$ cat src/sv/jsu_pkg.sv
package jsu_pkg;

    localparam int MaxResults = 4;
    localparam int CountWidth = $clog2(MaxResults + 1);
    localparam int IndexWidth = $clog2(MaxResults);

    typedef enum logic [1:0] {
        KIND_BYTE  = 2'd0,
        KIND_DONE  = 2'd1,
        KIND_ERROR = 2'd2
    } kind_t;

    typedef enum logic [3:0] {
        ERR_NONE         = 4'd0,
        ERR_NO_QUOTE     = 4'd1,
        ERR_CONTROL      = 4'd2,
        ERR_ESC_CUT      = 4'd3,
        ERR_BAD_ESC      = 4'd4,
        ERR_HEX_CUT      = 4'd5,
        ERR_BAD_HEX      = 4'd6,
        ERR_NO_LOW       = 4'd7,
        ERR_BAD_LOW      = 4'd8,
        ERR_LONE_LOW     = 4'd9,
        ERR_UNTERMINATED = 4'd10
    } err_t;

    typedef struct packed {
        logic [7:0] data_byte;
        logic       is_last;
    } in_t;

    typedef struct packed {
        logic [7:0] out_byte;
        kind_t      kind;
        err_t       error_code;
        logic       last_of_run;
    } out_t;

    // All results caused by one input item, in order.
    typedef struct packed {
        out_t [MaxResults-1:0]  res;
        logic [CountWidth-1:0]  count;
    } bundle_t;

endpackage

$ cat src/sv/json_string_unescaper.sv
// Decodes the bytes of one quoted JSON string literal, opening quote first,
// into its UTF-8 bytes, followed by a done or error status. Each item passes
// an input register, is decoded combinationally into a bundle of zero to four
// results, and the bundle is registered and sent out one result per cycle
// while m_ready is high, so plain text runs at one byte per cycle without
// back-pressure. A unicode escape can expand to four bytes, all sent through
// the single result port; the next item is taken as the last result of a
// bundle is accepted. After a status result or a byte marked last the block
// waits for a new opening quote.
module json_string_unescaper (
    input  logic          aclk,
    input  logic          aresetn,
    input  logic          s_valid,
    output logic          s_ready,
    input  jsu_pkg::in_t  s_data,
    output logic          m_valid,
    input  logic          m_ready,
    output jsu_pkg::out_t m_data
);
    import jsu_pkg::*;

    in_t     in_reg;
    logic    in_valid_reg;
    logic    free_next;
    logic    advance;
    bundle_t bundle;

    assign advance = in_valid_reg && free_next;
    assign s_ready = !in_valid_reg || advance;

    always_ff @(posedge aclk) begin
        if (!aresetn) begin
            in_valid_reg <= 1'b0;
        end else if (s_valid && s_ready) begin
            in_valid_reg <= 1'b1;
        end else if (advance) begin
            in_valid_reg <= 1'b0;
        end
    end

    always_ff @(posedge aclk) begin
        if (s_valid && s_ready) begin
            in_reg <= s_data;
        end
    end

    jsu_decode u_decode (
        .aclk    (aclk),
        .aresetn (aresetn),
        .item    (in_reg),
        .advance (advance),
        .bundle  (bundle)
    );

    jsu_emit u_emit (
        .aclk      (aclk),
        .aresetn   (aresetn),
        .load      (advance && bundle.count != '0),
        .bundle    (bundle),
        .free_next (free_next),
        .m_valid   (m_valid),
        .m_ready   (m_ready),
        .m_data    (m_data)
    );

    // A held input item stays put until the decoder takes it.
    assert property (@(posedge aclk) disable iff (!aresetn)
        in_valid_reg && !advance |=> in_valid_reg && $stable(in_reg))
        else $error("input item lost while stalled");

endmodule

$ cat src/sv/jsu_decode.sv
module jsu_decode (
    input  logic             aclk,
    input  logic             aresetn,
    input  jsu_pkg::in_t     item,
    input  logic             advance,
    output jsu_pkg::bundle_t bundle
);
    import jsu_pkg::*;

    typedef enum logic [2:0] {
        MODE_IDLE,
        MODE_STR,
        MODE_ESC,
        MODE_HEX1,
        MODE_WANT_BS,
        MODE_WANT_U,
        MODE_HEX2
    } mode_t;

    localparam logic [7:0] ChQuote = 8'h22;
    localparam logic [7:0] ChBslash = 8'h5C;
    localparam logic [7:0] ChSlash = 8'h2F;
    localparam logic [7:0] ChB = 8'h62;
    localparam logic [7:0] ChF = 8'h66;
    localparam logic [7:0] ChN = 8'h6E;
    localparam logic [7:0] ChR = 8'h72;
    localparam logic [7:0] ChT = 8'h74;
    localparam logic [7:0] ChU = 8'h75;

    typedef struct packed {
        logic [3:0][7:0] bytes;
        logic [2:0]      n;
    } utf8_t;

    function automatic utf8_t encode_utf8(input logic [20:0] cp);
        utf8_t r;
        r.bytes = '0;
        if (cp <= 21'h7F) begin
            r.bytes[0] = cp[7:0];
            r.n = 3'd1;
        end else if (cp <= 21'h7FF) begin
            r.bytes[0] = {3'b110, cp[10:6]};
            r.bytes[1] = {2'b10, cp[5:0]};
            r.n = 3'd2;
        end else if (cp <= 21'hFFFF) begin
            r.bytes[0] = {4'b1110, cp[15:12]};
            r.bytes[1] = {2'b10, cp[11:6]};
            r.bytes[2] = {2'b10, cp[5:0]};
            r.n = 3'd3;
        end else begin
            r.bytes[0] = {5'b11110, cp[20:18]};
            r.bytes[1] = {2'b10, cp[17:12]};
            r.bytes[2] = {2'b10, cp[11:6]};
            r.bytes[3] = {2'b10, cp[5:0]};
            r.n = 3'd4;
        end
        return r;
    endfunction

    mode_t       mode_reg, mode_next;
    logic [11:0] acc_reg, acc_next;
    logic [9:0]  high_reg, high_next;
    logic [1:0]  cnt_reg, cnt_next;
    logic        bad_reg, bad_next;

    logic [7:0]  b;
    logic [3:0]  digit;
    logic        digit_ok;
    logic [15:0] quad;
    logic [20:0] cp;
    utf8_t       enc;
    logic [3:0][7:0] bytes;
    logic [2:0]  nb;
    err_t        err;
    logic        done;

    assign b = item.data_byte;

    always_comb begin
        digit_ok = 1'b1;
        digit = 4'd0;
        if (b >= 8'h30 && b <= 8'h39) begin
            digit = 4'(b - 8'h30);
        end else if (b >= 8'h61 && b <= 8'h66) begin
            digit = 4'(b - 8'h57);
        end else if (b >= 8'h41 && b <= 8'h46) begin
            digit = 4'(b - 8'h37);
        end else begin
            digit_ok = 1'b0;
        end
    end

    // Only the low surrogate case takes the supplementary-plane path; the sum
    // (high + 0x40) << 10 carries the 0x10000 offset.
    assign quad = {acc_reg, digit};
    assign cp = (mode_reg == MODE_HEX2) ? {11'({1'b0, high_reg} + 11'd64), quad[9:0]}
                                        : {5'd0, quad};
    assign enc = encode_utf8(cp);

    always_comb begin
        mode_next = mode_reg;
        acc_next  = acc_reg;
        high_next = high_reg;
        cnt_next  = cnt_reg;
        bad_next  = bad_reg;
        bytes     = '0;
        nb        = 3'd0;
        err       = ERR_NONE;
        done      = 1'b0;

        unique case (mode_reg)
            MODE_IDLE: begin
                if (b == ChQuote) mode_next = MODE_STR;
                else err = ERR_NO_QUOTE;
            end
            MODE_STR: begin
                priority if (b == ChQuote) begin
                    done = 1'b1;
                end else if (b < 8'h20) begin
                    err = ERR_CONTROL;
                end else if (b == ChBslash) begin
                    mode_next = MODE_ESC;
                end else begin
                    bytes[0] = b;
                    nb = 3'd1;
                end
            end
            MODE_ESC: begin
                mode_next = MODE_STR;
                nb = 3'd1;
                unique case (b)
                    ChQuote, ChBslash, ChSlash: bytes[0] = b;
                    ChB: bytes[0] = 8'h08;
                    ChF: bytes[0] = 8'h0C;
                    ChN: bytes[0] = 8'h0A;
                    ChR: bytes[0] = 8'h0D;
                    ChT: bytes[0] = 8'h09;
                    ChU: begin
                        nb = 3'd0;
                        mode_next = MODE_HEX1;
                        acc_next = '0;
                        cnt_next = '0;
                        bad_next = 1'b0;
                    end
                    default: begin
                        nb = 3'd0;
                        err = ERR_BAD_ESC;
                    end
                endcase
            end
            MODE_HEX1, MODE_HEX2: begin
                acc_next = quad[11:0];
                cnt_next = cnt_reg + 2'd1;
                bad_next = bad_reg | ~digit_ok;
                if (cnt_reg == 2'd3) begin
                    if (mode_reg == MODE_HEX1) begin
                        priority if (bad_next) begin
                            err = ERR_BAD_HEX;
                        end else if (quad[15:10] == 6'b110111) begin
                            err = ERR_LONE_LOW;
                        end else if (quad[15:10] == 6'b110110) begin
                            high_next = quad[9:0];
                            mode_next = MODE_WANT_BS;
                        end else begin
                            bytes = enc.bytes;
                            nb = enc.n;
                            mode_next = MODE_STR;
                        end
                    end else begin
                        if (bad_next || quad[15:10] != 6'b110111) begin
                            err = ERR_BAD_LOW;
                        end else begin
                            bytes = enc.bytes;
                            nb = enc.n;
                            mode_next = MODE_STR;
                        end
                    end
                end
            end
            MODE_WANT_BS: begin
                if (b == ChBslash) mode_next = MODE_WANT_U;
                else err = ERR_NO_LOW;
            end
            MODE_WANT_U: begin
                if (b == ChU) begin
                    mode_next = MODE_HEX2;
                    acc_next = '0;
                    cnt_next = '0;
                    bad_next = 1'b0;
                end else begin
                    err = ERR_NO_LOW;
                end
            end
            default: err = ERR_NO_QUOTE;
        endcase

        // The input ends inside the string: the whole string is void, so only
        // the error for the position reached is reported.
        if (err == ERR_NONE && !done && item.is_last) begin
            nb = 3'd0;
            unique case (mode_next)
                MODE_ESC: err = ERR_ESC_CUT;
                MODE_HEX1: err = ERR_HEX_CUT;
                MODE_WANT_BS, MODE_WANT_U: err = ERR_NO_LOW;
                MODE_HEX2: err = ERR_BAD_LOW;
                default: err = ERR_UNTERMINATED;
            endcase
        end

        if (err != ERR_NONE || done) begin
            mode_next = MODE_IDLE;
            acc_next  = '0;
            high_next = '0;
            cnt_next  = '0;
            bad_next  = 1'b0;
        end
    end

    always_comb begin
        bundle = '0;
        if (err != ERR_NONE) begin
            bundle.res[0].kind = KIND_ERROR;
            bundle.res[0].error_code = err;
            bundle.count = CountWidth'(1);
        end else if (done) begin
            bundle.res[0].kind = KIND_DONE;
            bundle.count = CountWidth'(1);
        end else begin
            for (int i = 0; i < MaxResults; i++) begin
                bundle.res[i].out_byte = bytes[i];
                bundle.res[i].kind = KIND_BYTE;
                bundle.res[i].error_code = ERR_NONE;
            end
            bundle.count = CountWidth'(nb);
        end
    end

    always_ff @(posedge aclk) begin
        if (!aresetn) begin
            mode_reg <= MODE_IDLE;
            acc_reg  <= '0;
            high_reg <= '0;
            cnt_reg  <= '0;
            bad_reg  <= 1'b0;
        end else if (advance) begin
            mode_reg <= mode_next;
            acc_reg  <= acc_next;
            high_reg <= high_next;
            cnt_reg  <= cnt_next;
            bad_reg  <= bad_next;
        end
    end

    // A final byte always leaves the decoder waiting for a new opening quote.
    assert property (@(posedge aclk) disable iff (!aresetn)
        advance && item.is_last |=> mode_reg == MODE_IDLE)
        else $error("decoder not idle after final byte");

endmodule

$ cat src/sv/jsu_emit.sv
module jsu_emit (
    input  logic             aclk,
    input  logic             aresetn,
    input  logic             load,
    input  jsu_pkg::bundle_t bundle,
    output logic             free_next,
    output logic             m_valid,
    input  logic             m_ready,
    output jsu_pkg::out_t    m_data
);
    import jsu_pkg::*;

    bundle_t               bundle_reg;
    logic [CountWidth-1:0] count_reg;
    logic [IndexWidth-1:0] idx_reg;
    logic                  at_last;

    assign m_valid = (count_reg != '0);
    assign at_last = ({1'b0, idx_reg} == CountWidth'(count_reg - CountWidth'(1)));
    assign free_next = !m_valid || (m_ready && at_last);

    always_comb begin
        m_data = bundle_reg.res[idx_reg];
        m_data.last_of_run = at_last;
    end

    always_ff @(posedge aclk) begin
        if (!aresetn) begin
            count_reg <= '0;
            idx_reg   <= '0;
        end else if (load) begin
            count_reg <= bundle.count;
            idx_reg   <= '0;
        end else if (m_valid && m_ready) begin
            if (at_last) begin
                count_reg <= '0;
                idx_reg   <= '0;
            end else begin
                idx_reg <= idx_reg + IndexWidth'(1);
            end
        end
    end

    always_ff @(posedge aclk) begin
        if (load) begin
            bundle_reg <= bundle;
        end
    end

    assert property (@(posedge aclk) disable iff (!aresetn)
        m_valid |-> count_reg <= CountWidth'(MaxResults) && {1'b0, idx_reg} < count_reg)
        else $error("result index beyond bundle");

    // Status results close a run.
    assert property (@(posedge aclk) disable iff (!aresetn)
        m_valid && m_data.kind != KIND_BYTE |-> m_data.last_of_run)
        else $error("status result not last of run");

endmodule
$ cat config.mk
export PLATFORM = sky130hd
export DESIGN_NAME = json_string_unescaper
export DESIGN_NICKNAME = d
export VERILOG_FILES = /design/src/sv/jsu_pkg.sv /design/src/sv/json_string_unescaper.sv /design/src/sv/jsu_decode.sv /design/src/sv/jsu_emit.sv
export SDC_FILE = /design/constraint.sdc
export NUM_CORES = 1
export LEC_CHECK = 0
export ABC_CLOCK_PERIOD_IN_PS = 12800
export BUFFER_PORTS_ARGS = -buffer_cell sky130_fd_sc_hd__clkbuf_2
export CORE_UTILIZATION = 60
export CTS_CLUSTER_DIAMETER = 50
export DETAILED_ROUTE_END_ITERATION = 12
export PLACE_DENSITY = 0.79
export SLEW_MARGIN = 0
export SYNTH_ARGS = -nofsm -noshare
export SYNTH_HDL_FRONTEND = slang
export SYNTH_SLANG_ARGS = --single-unit
$ cat constraint.sdc
create_clock -name aclk -period 12.8 [get_ports aclk]
set_clock_uncertainty 0.05 [all_clocks]
set_input_delay 2.56 -clock aclk [delete_from_list [all_inputs] [get_ports aclk]]
set_output_delay 2.56 -clock aclk [all_outputs]
set_load 0.03 [all_outputs]
==> metrics.txt, run 1 <==
Final Cell Area=5160 um2; Crit path top cell by count=clkbuf_2; DP Wirelength=8850 um; Area after DPL=4980 um2; PostCTS Resize Cnt=0; Sink Count=78; area delta synth->final=7.44%; EDFF count, synth=44; Cells after Synth=538; synthesized area=4810 um2; vias in the first global route=4104; initial DRC count=419; TritonCTS clock tree=done; WP data arrival=3.34 ns; peak ir drop on the vdd network=0.0000461 V; kind of critical path=in2out; Critical Path RT=10.19 ns; clock slew at reported path FFs=0.08 ns; Hold Slack=0.407 ns; PwrDens=95.7 nW/um2; clock root buffer=clkbuf_8; CP cell instances=clkbuf_2 -> a41oi_1 -> nand2_1 -> clkbuf_2; area of the die=8370 um2; final-layout fill cell count=653; clock latency at the later pin of the worst-skew pair=0.37 ns; max-slew violation count=0; ys async rst share=0%; layout cell share with drive strength beyond 1=12.9%; crit path capture type=output pin; Seq/Total Area, Yosys=41.6%; CTS Hold Bufs=0; Syn Area/Cell=8.94 um2; row cnt=32; maximum root-to-sink buffer count=2; Synth Register Bits=78; Max Clk Rate=168 MHz; antenna diode count=0; Via-to-Cell Ratio=6.64; gr ovfl total=0; Worst slew margin=24.7%; final number of setup-violating endpoints=0; setup TNS=0 ns; Top FF cell, synth=edfxtp_1; DR vias=4384; Largest stage delay, worst path=0.33 ns; post-CTS repair timing setup buffer count=0; Max FO, Critical Path=4; initial antenna violation count=0; Ports=30; average wire per standard cell=18.6 um; Final GP Congestion=0.933; NumNets Final=575; actual slew at the worst max-slew pin=1.13 ns; Post-DRT Antenna Nets=0; critical path's slowest cell=a41oi_1; Total GRT Usage=31.1%; RSZ-0062 raised after global routing=no; worst hold path type=reg2reg; DRT Pass-1 Iters=8; max FFs per register=35; CTS H-tree lvls=3; Ys Warns=0; Hold Fails Final Rpt=0; Netlist cell types=70; Tcrit/Tclk final=46.5%; # DRC=0; critical path launch point type=primary input; I/O Buffers=29; static leakage=1.77 nW; first-pass GRT wire length=20100 um; CP bufs+invs=2; Die Y=91.5 um; post-synthesis net count=560; CP top delay family=compound AO/OA/AOI/OAI gates; die width=91.5 um; pre-CTS WS=6.86 ns; max_cap viols=0; pin count of the biggest net entering global routing=33; post-route minimum period=5.95 ns; total core area=7730 um2; TritonCTS buffer count=9; Final WS setup=6.85 ns; WL final=12300 um; outcome=completed; final core occ=66.8%; Starting Density=62.2%
[placed cells by master, fill, tap and decap left out, types with 3 or more instances in the layout]
cell       n
a31oi_1    4
and2_1    13
dfxtp_1   34
xor2_1     4
nand3_1   28
xnor2_1    5
nor3_1    22
clkbuf_8  11
edfxtp_1  44
or3_1      3
o41ai_1    3
mux4_2     7
nand2_1   63
nor3b_1    3
a22oi_1    3
inv_1     16
nor4_1     7
a21oi_1   67
a21o_1     3
clkbuf_2  29
nand3b_1  10
a211oi_1   3
nand2b_1  13
buf_4      4
a211o_1    3
o221ai_1   3
o211ai_1   4
o21bai_1   3
nor2b_1    6
mux2i_1    9
nor2_1    39
clkinv_2   3
o21ai_0   26
ha_1       9
and3_1     4
[routing by layer]
| layer | track usage (%) | share of wire, % | wire length (um) |
|---|---|---|---|
| met1 | 40.6 | 42 | 5160 |
| met2 | 49.2 | 46 | 5700 |
| met3 | 6.11 | 8.1 | 997 |
| met4 | 15.7 | 3.5 | 433 |
| met5 | 0 | 0 | 0 |
[worst min-delay path, stage by stage, from the launching register on]
cell	delay [ns]
dfxtp_1	0.32
nand2_1	0.05
a21oi_1	0.05
[Yosys cell counts (all sizes together), types with 4 or more instances]
library cell	number	share of area [%]
nand3	28	2.9
inv	16	1.2
nor2	39	3.0
o211ai	4	0.62
nor3	23	2.6
nand2b	13	1.7
nor4	9	1.6
ha	9	2.3
clkbuf	17	1.3
and2	13	1.7
mux4	7	3.3
a31oi	5	0.78
buf	12	1.3
o21ai	28	2.9
nand3b	10	1.6
a21oi	67	7.0
nor2b	6	0.78
xnor2	5	0.91
mux2i	9	1.9
nand2	63	4.9
and3	4	0.52
xor2	4	0.73
edfxtp	44	27
a211oi	5	1.1
dfxtp	34	14
[where the power goes]
part	leakage, nW	switching [mW]	internal, mW
clock network	0.0998	0.0957	0.0808
registers	0.709	0.00699	0.270
logic	0.963	0.0266	0.0140
total	1.77	0.129	0.365
[layout make-up]
cell class / instances / area [um2] / share of cell area, %
inverter: 16 / 60.1 / 1.16
timing repair buffer: 33 / 175 / 3.39
clock buffer: 11 / 151 / 2.93
multi-input combinational: 415 / 2620 / 50.7
clock inverter: 5 / 30.0 / 0.581
tap: 102 / 128 / 2.47
sequential: 78 / 2000 / 38.8
[stage by stage]
stage                     std cells  total power [mW]
after global routing            660             0.509
after global placement          644             0.321
final                           660             0.494
after floorplan                 538             0.311
after CTS                       660             0.495
after detailed placement        644             0.323
[worst paths after layout]
path | startpoint | to | slack (ns) | cells after the start
min reg2reg | u_decode.cnt_reg[1] | u_decode.cnt_reg[1] | 0.41 | 2
max | m_ready | s_ready | 6.85 | 4
max reg2reg | in_reg[2] | u_emit.bundle_reg[57] | 7.78 | 15
min | u_decode.cnt_reg[1] | u_decode.cnt_reg[1] | 0.41 | 2
[logic make-up after synthesis]
group | synth area share (%)
AO/OA/AOI/OAI | 19.4
XOR/XNOR | 1.64
adder cells (fa/ha/maj) | 2.34
buffers and inverters | 3.88
flip-flops | 41.6
multiplexers | 5.15
AND/OR/NAND/NOR | 26.0
Power figures use the tool's default switching activity.
==> inputs of run 2 (changes only) <==
--- a/config.mk
+++ b/config.mk
@@ -5,12 +5,12 @@
 export SDC_FILE = /design/constraint.sdc
 export NUM_CORES = 1
 export LEC_CHECK = 0
-export ABC_CLOCK_PERIOD_IN_PS = 12800
+export ABC_CLOCK_PERIOD_IN_PS = 5050
 export BUFFER_PORTS_ARGS = -buffer_cell sky130_fd_sc_hd__clkbuf_2
-export CORE_UTILIZATION = 60
+export CORE_UTILIZATION = 55
 export CTS_CLUSTER_DIAMETER = 50
 export DETAILED_ROUTE_END_ITERATION = 12
-export PLACE_DENSITY = 0.79
+export PLACE_DENSITY = 0.76
 export SLEW_MARGIN = 0
 export SYNTH_ARGS = -nofsm -noshare
 export SYNTH_HDL_FRONTEND = slang
==> constraint.sdc (replaced) <==
create_clock -name aclk -period 5.05 [get_ports aclk]
set_clock_uncertainty 0.05 [all_clocks]
set_input_delay 1.01 -clock aclk [delete_from_list [all_inputs] [get_ports aclk]]
set_output_delay 1.01 -clock aclk [all_outputs]
set_load 0.03 [all_outputs]
==> run 2 against run 1 <==
Hold slack improved by 0.012 ns. Sequential share of layout area down 0.62 points. Via count is 0.98% lower. Sequential power rose to 2.5 times the previous value. Setup slack got worse by 6.3 ns. First-iteration DRC count grew 17%. Non-clock buffer count is 4 higher. Core utilization down 3.9 points. Clock-buffer cell count unchanged. Clock power increased to 2.9 times the previous value. Global-route usage down 2.8 points. Critical endpoint is now u_emit.bundle_reg[45]. Largest power group unchanged. Highest routed layer unchanged.
==> metrics.txt, run 2 (synthesized netlist as in run 1, its figures left out) <==
area delta synth->final=9.19%; max_cap viols=0; most common cell after layout, fill and taps aside=a21oi_1; Worst slew margin=29.7%; average wire per standard cell=18.4 um; CTS H-tree lvls=3; TritonCTS clock tree=done; CP cell instances=inv_1 -> ha_1 -> nor3b_2 -> nor4_4 -> o21ai_0 -> inv_1 -> ha_1 -> a31oi_1 -> nor3_1 -> a21o_1 -> and4bb_2 -> nand4_2 -> a211oi_2 -> or2_1 -> buf_12; kind of critical path=reg2reg; Post-DRT Antenna Nets=0; I/O Buffers=29; DP Wirelength=9140 um; commonest cells after routing, fill and taps aside=67 x a21oi_1, 63 x nand2_1, 44 x edfxtp_1; area of the die=9120 um2; crit path capture type=flip-flop; pin count of the biggest net entering global routing=33; WL final=12300 um; Via-to-Cell Ratio=6.51; PwrDens=250 nW/um2; WP data arrival=4.47 ns; max FFs per register=35; Critical Path RT=5.05 ns; setup TNS=0 ns; clock latency at the later pin of the worst-skew pair=0.36 ns; antenna diode count=0; TritonCTS buffer count=9; post-route minimum period=4.47 ns; critical path's slowest cell=edfxtp_1; Reg2Reg Launch Point=in_reg[1]; Tcrit/Tclk final=88.5%; clock slew at reported path FFs=0.09 ns; Max FO, Critical Path=28; CP bufs+invs=3; first-pass GRT wire length=19500 um; initial DRC count=489; Die Y=95.5 um; post-CTS repair timing setup buffer count=0; CP Depth=15; Worst Hold Depth=2; total core area=8340 um2; clock root buffer=clkbuf_8; layout cell share with drive strength beyond 1=13.7%; Hold Fails Final Rpt=0; Max Clk Rate=224 MHz; critical path launch point type=flip-flop; actual slew at the worst max-slew pin=1.05 ns; R2R setup slack=0.58 ns; max-slew violation count=0; Ports=30; maximum root-to-sink buffer count=2; outcome=completed; Starting Density=57.6%; NumNets Final=579; reg2reg path depth=15; row cnt=33; CP top delay family=simple AND/OR/NAND/NOR gates; hold_sp=u_decode.cnt_reg[1]; # DRC=0; die width=95.5 um; Largest stage delay, worst path=0.52 ns; vias in the first global route=3961; Final GP Congestion=0.946; Total GRT Usage=28.3%; initial antenna violation count=0; DRT Pass-1 Iters=5; Critical Path Start=in_reg[1]; static leakage=1.81 nW; peak ir drop on the vdd network=0.000122 V; gr ovfl total=0; post-placement cell count=651; DR vias=4341; worst hold path type=reg2reg; Layout Cells excl Fill=667; Sink Count=78; RSZ-0062 raised after global routing=no; final number of setup-violating endpoints=0
-- run 2: worst min-delay path, cell delays in order, from the launching register on --
cell and delay, ns:
dfxtp_1 0.32, nand2_1 0.05, a21oi_1 0.05
-- run 2: final timing paths --
kind	endpoint
setup / recovery	u_emit.bundle_reg[45]
hold reg to reg	u_decode.cnt_reg[1]
setup reg to reg	u_emit.bundle_reg[45]
hold / removal	u_decode.cnt_reg[1]
-- run 2: layout make-up --
class	count	area [um2]
tap	105	131
timing repair buffer	37	218
sequential	78	2000
clock inverter	5	62.6
inverter	16	60.1
clock buffer	11	151
multi-input combinational	415	2620
fill	695	3090
-- run 2: where the power goes --
group	internal, mW	total [mW]	switching (mW)
registers	0.685	0.700	0.0147
clock network	0.260	0.506	0.246
logic	0.0378	0.108	0.0703
-- run 2: what timing repair did --
| action | CTS | global route |
|---|---|---|
| endpoints found under the setup margin | 0 | 28 |
| hold buffers | 0 | 0 |
| resized for setup | 0 | 1 |
-- run 2: per-stage QoR --
stage / hold slack, ns / power (mW) / util, % / worst slack [ns] / area, um2
5_1_grt: 0.452 / 1.35 / 62.9 / 0.191 / 5250
3_5_place_dp: 0.404 / 0.822 / 60.3 / 0.468 / 5030
2_1_floorplan: 0.386 / 0.788 / - / 0.556 / 4810
4_1_cts: 0.416 / 1.32 / 62.9 / 0.429 / 5240
3_3_place_gp: 0.394 / 0.816 / 60.3 / 0.621 / 5030
6_report: 0.419 / 1.31 / 62.9 / 0.581 / 5250
-- run 2: routing by layer --
| layer | GRT usage, % | routed length (um) | part of all wire, % |
|---|---|---|---|
| met5 | 0 | 0 | 0 |
| met4 | 12.6 | 349 | 2.8 |
| met3 | 4.47 | 849 | 6.9 |
| met2 | 46.0 | 5780 | 47 |
| met1 | 37.1 | 5310 | 43 |
==> inputs of run 3 (changes only) <==
--- a/config.mk
+++ b/config.mk
@@ -6,12 +6,13 @@
 export NUM_CORES = 1
 export LEC_CHECK = 0
 export ABC_CLOCK_PERIOD_IN_PS = 5050
-export BUFFER_PORTS_ARGS = -buffer_cell sky130_fd_sc_hd__clkbuf_2
-export CORE_UTILIZATION = 55
+export CORE_UTILIZATION = 58
 export CTS_CLUSTER_DIAMETER = 50
 export DETAILED_ROUTE_END_ITERATION = 12
+export DONT_BUFFER_PORTS = 1
+export GPL_ROUTABILITY_DRIVEN = 0
 export PLACE_DENSITY = 0.76
-export SLEW_MARGIN = 0
+export SLEW_MARGIN = 15
 export SYNTH_ARGS = -nofsm -noshare
 export SYNTH_HDL_FRONTEND = slang
 export SYNTH_SLANG_ARGS = --single-unit
==> run 3 against run 2 <==
Die area down 5.1%. Hold slack better by 0.0014 ns. Design area down 2.7%. Clock-buffer cell count up 1. Clock power up 2%. Power down 0.31%. Fmax down 2.9%. Final cell count down 4.9%. Non-clock buffer count down 30. Critical endpoint is now u_emit.bundle_reg[15].
==> metrics.txt, run 3 (synthesized netlist as in run 1, its figures left out) <==
outcome=completed; kind of critical path=reg2reg; TritonCTS buffer count=9; crit path capture type=flip-flop; Starting Density=60.9%; DR vias=4138; area delta synth->final=6.27%; Tcrit/Tclk final=91.1%; post-route minimum period=4.60 ns; PwrDens=256 nW/um2; clock slew at reported path FFs=0.08 ns; initial antenna violation count=0; gr ovfl total=0; pin count of the biggest net entering global routing=33; Post-DRT Antenna Nets=0; maximum root-to-sink buffer count=2; CTS H-tree lvls=3; Die Y=93.0 um; DRT Pass-1 Iters=5; Layout Cells excl Fill=634; final core occ=64.8%; Hold Slack=0.420 ns; antenna diode count=0; Max Clk Rate=217 MHz; max-slew violation count=0; area of the die=8660 um2; WP data arrival=4.61 ns; WL final=11700 um; first-pass GRT wire length=19200 um; Via-to-Cell Ratio=6.53; Critical Path RT=5.06 ns; commonest cells after routing, fill and taps aside=67 x a21oi_1, 63 x nand2_1, 44 x edfxtp_1; max FFs per register=35; total core area=7890 um2; Total GRT Usage=28.8%; Power Total=1.31 mW; static leakage=1.69 nW; die width=93.0 um; DP Wirelength=8640 um; row cnt=32; post-placement cell count=618; # DRC=0; Ports=30; setup TNS=0 ns; clock root buffer=clkbuf_8; peak ir drop on the vdd network=0.000116 V; final number of setup-violating endpoints=0; Sink Count=78; RSZ-0062 raised after global routing=no; clock latency at the later pin of the worst-skew pair=0.36 ns; most common cell after layout, fill and taps aside=a21oi_1; worst hold path type=reg2reg; average wire per standard cell=18.4 um; CTS Hold Bufs=0; critical path launch point type=flip-flop; NumNets Final=549; I/O Buffers=0; Hold Fails Final Rpt=0; Max FO, Critical Path=28; actual slew at the worst max-slew pin=1.06 ns; initial DRC count=461; TritonCTS clock tree=done; Worst slew margin=29.2%; max_cap viols=0; vias in the first global route=3867; layout cell share with drive strength beyond 1=8.83%
## run 3: cell types whose count changed in the layout (fill, tap and decap cells not counted), sizes merged
cell,previous run,this run
clkinv,1,3
buf,8,7
bufinv,1,0
clkbuf,40,12
inv,19,17
## run 3: layout make-up
cell class	instances	area, um2
sequential	78	2000
multi-input combinational	415	2620
fill	629	2780
tap	102	128
clock buffer	12	199
timing repair buffer	7	65.1
inverter	16	60.1
clock inverter	4	31.3
## run 3: worst paths after layout
path | from | to | slack, ns | cells past startpoint
worst max-delay path | in_reg[1] | u_emit.bundle_reg[15] | 0.45 | 15
worst min-delay path | u_decode.cnt_reg[1] | u_decode.cnt_reg[1] | 0.42 | 2
worst max register to register | in_reg[1] | u_emit.bundle_reg[15] | 0.45 | 15
worst min register to register | u_decode.cnt_reg[1] | u_decode.cnt_reg[1] | 0.42 | 2
## run 3: power breakdown
| group | switching, mW | leakage, nW | total [mW] | internal (mW) |
|---|---|---|---|---|
| registers | 0.0145 | 0.709 | 0.700 | 0.685 |
| logic | 0.0659 | 0.861 | 0.0963 | 0.0304 |
| clock network | 0.243 | 0.118 | 0.514 | 0.271 |
| total | 0.324 | 1.69 | 1.31 | 0.987 |
## run 3: routing by layer
metal / global-route usage, % / up-vias / routed length, um
li1: - / 1979 / -
met1: 38.5 / 1916 / 5070
met2: 45.3 / 213 / 5340
met3: 6.10 / 30 / 991
met4: 12.2 / 0 / 249
met5: 0 / - / 0
## run 3: what timing repair did
item | 4_1_cts | 5_1_grt
gates resized for setup | 0 | 1
hold endpoints to repair | 0 | 0
endpoints found under the setup margin | 0 | 28
buffers inserted | 0 | 0
## run 3: worst max-delay path: stages, from the launching register on
cell and delay (ns):
edfxtp_1 0.52, inv_1 0.14, ha_1 0.22, nor3b_2 0.36
nor4_4 0.09, o21ai_0 0.40, inv_1 0.10, ha_1 0.21
a31oi_1 0.16, nor3_1 0.07, a21o_1 0.19, and4bb_2 0.41
nand4_2 0.26, a211oi_2 0.48, or2_1 0.39, buf_12 0.24
## run 3: stage by stage
step,cell area [um2],setup slack (ns)
3_5_place_dp,4870,0.319
3_3_place_gp,4870,0.616
6_report,5110,0.448
4_1_cts,5100,0.270
2_1_floorplan,4810,0.556
5_1_grt,5110,0.103
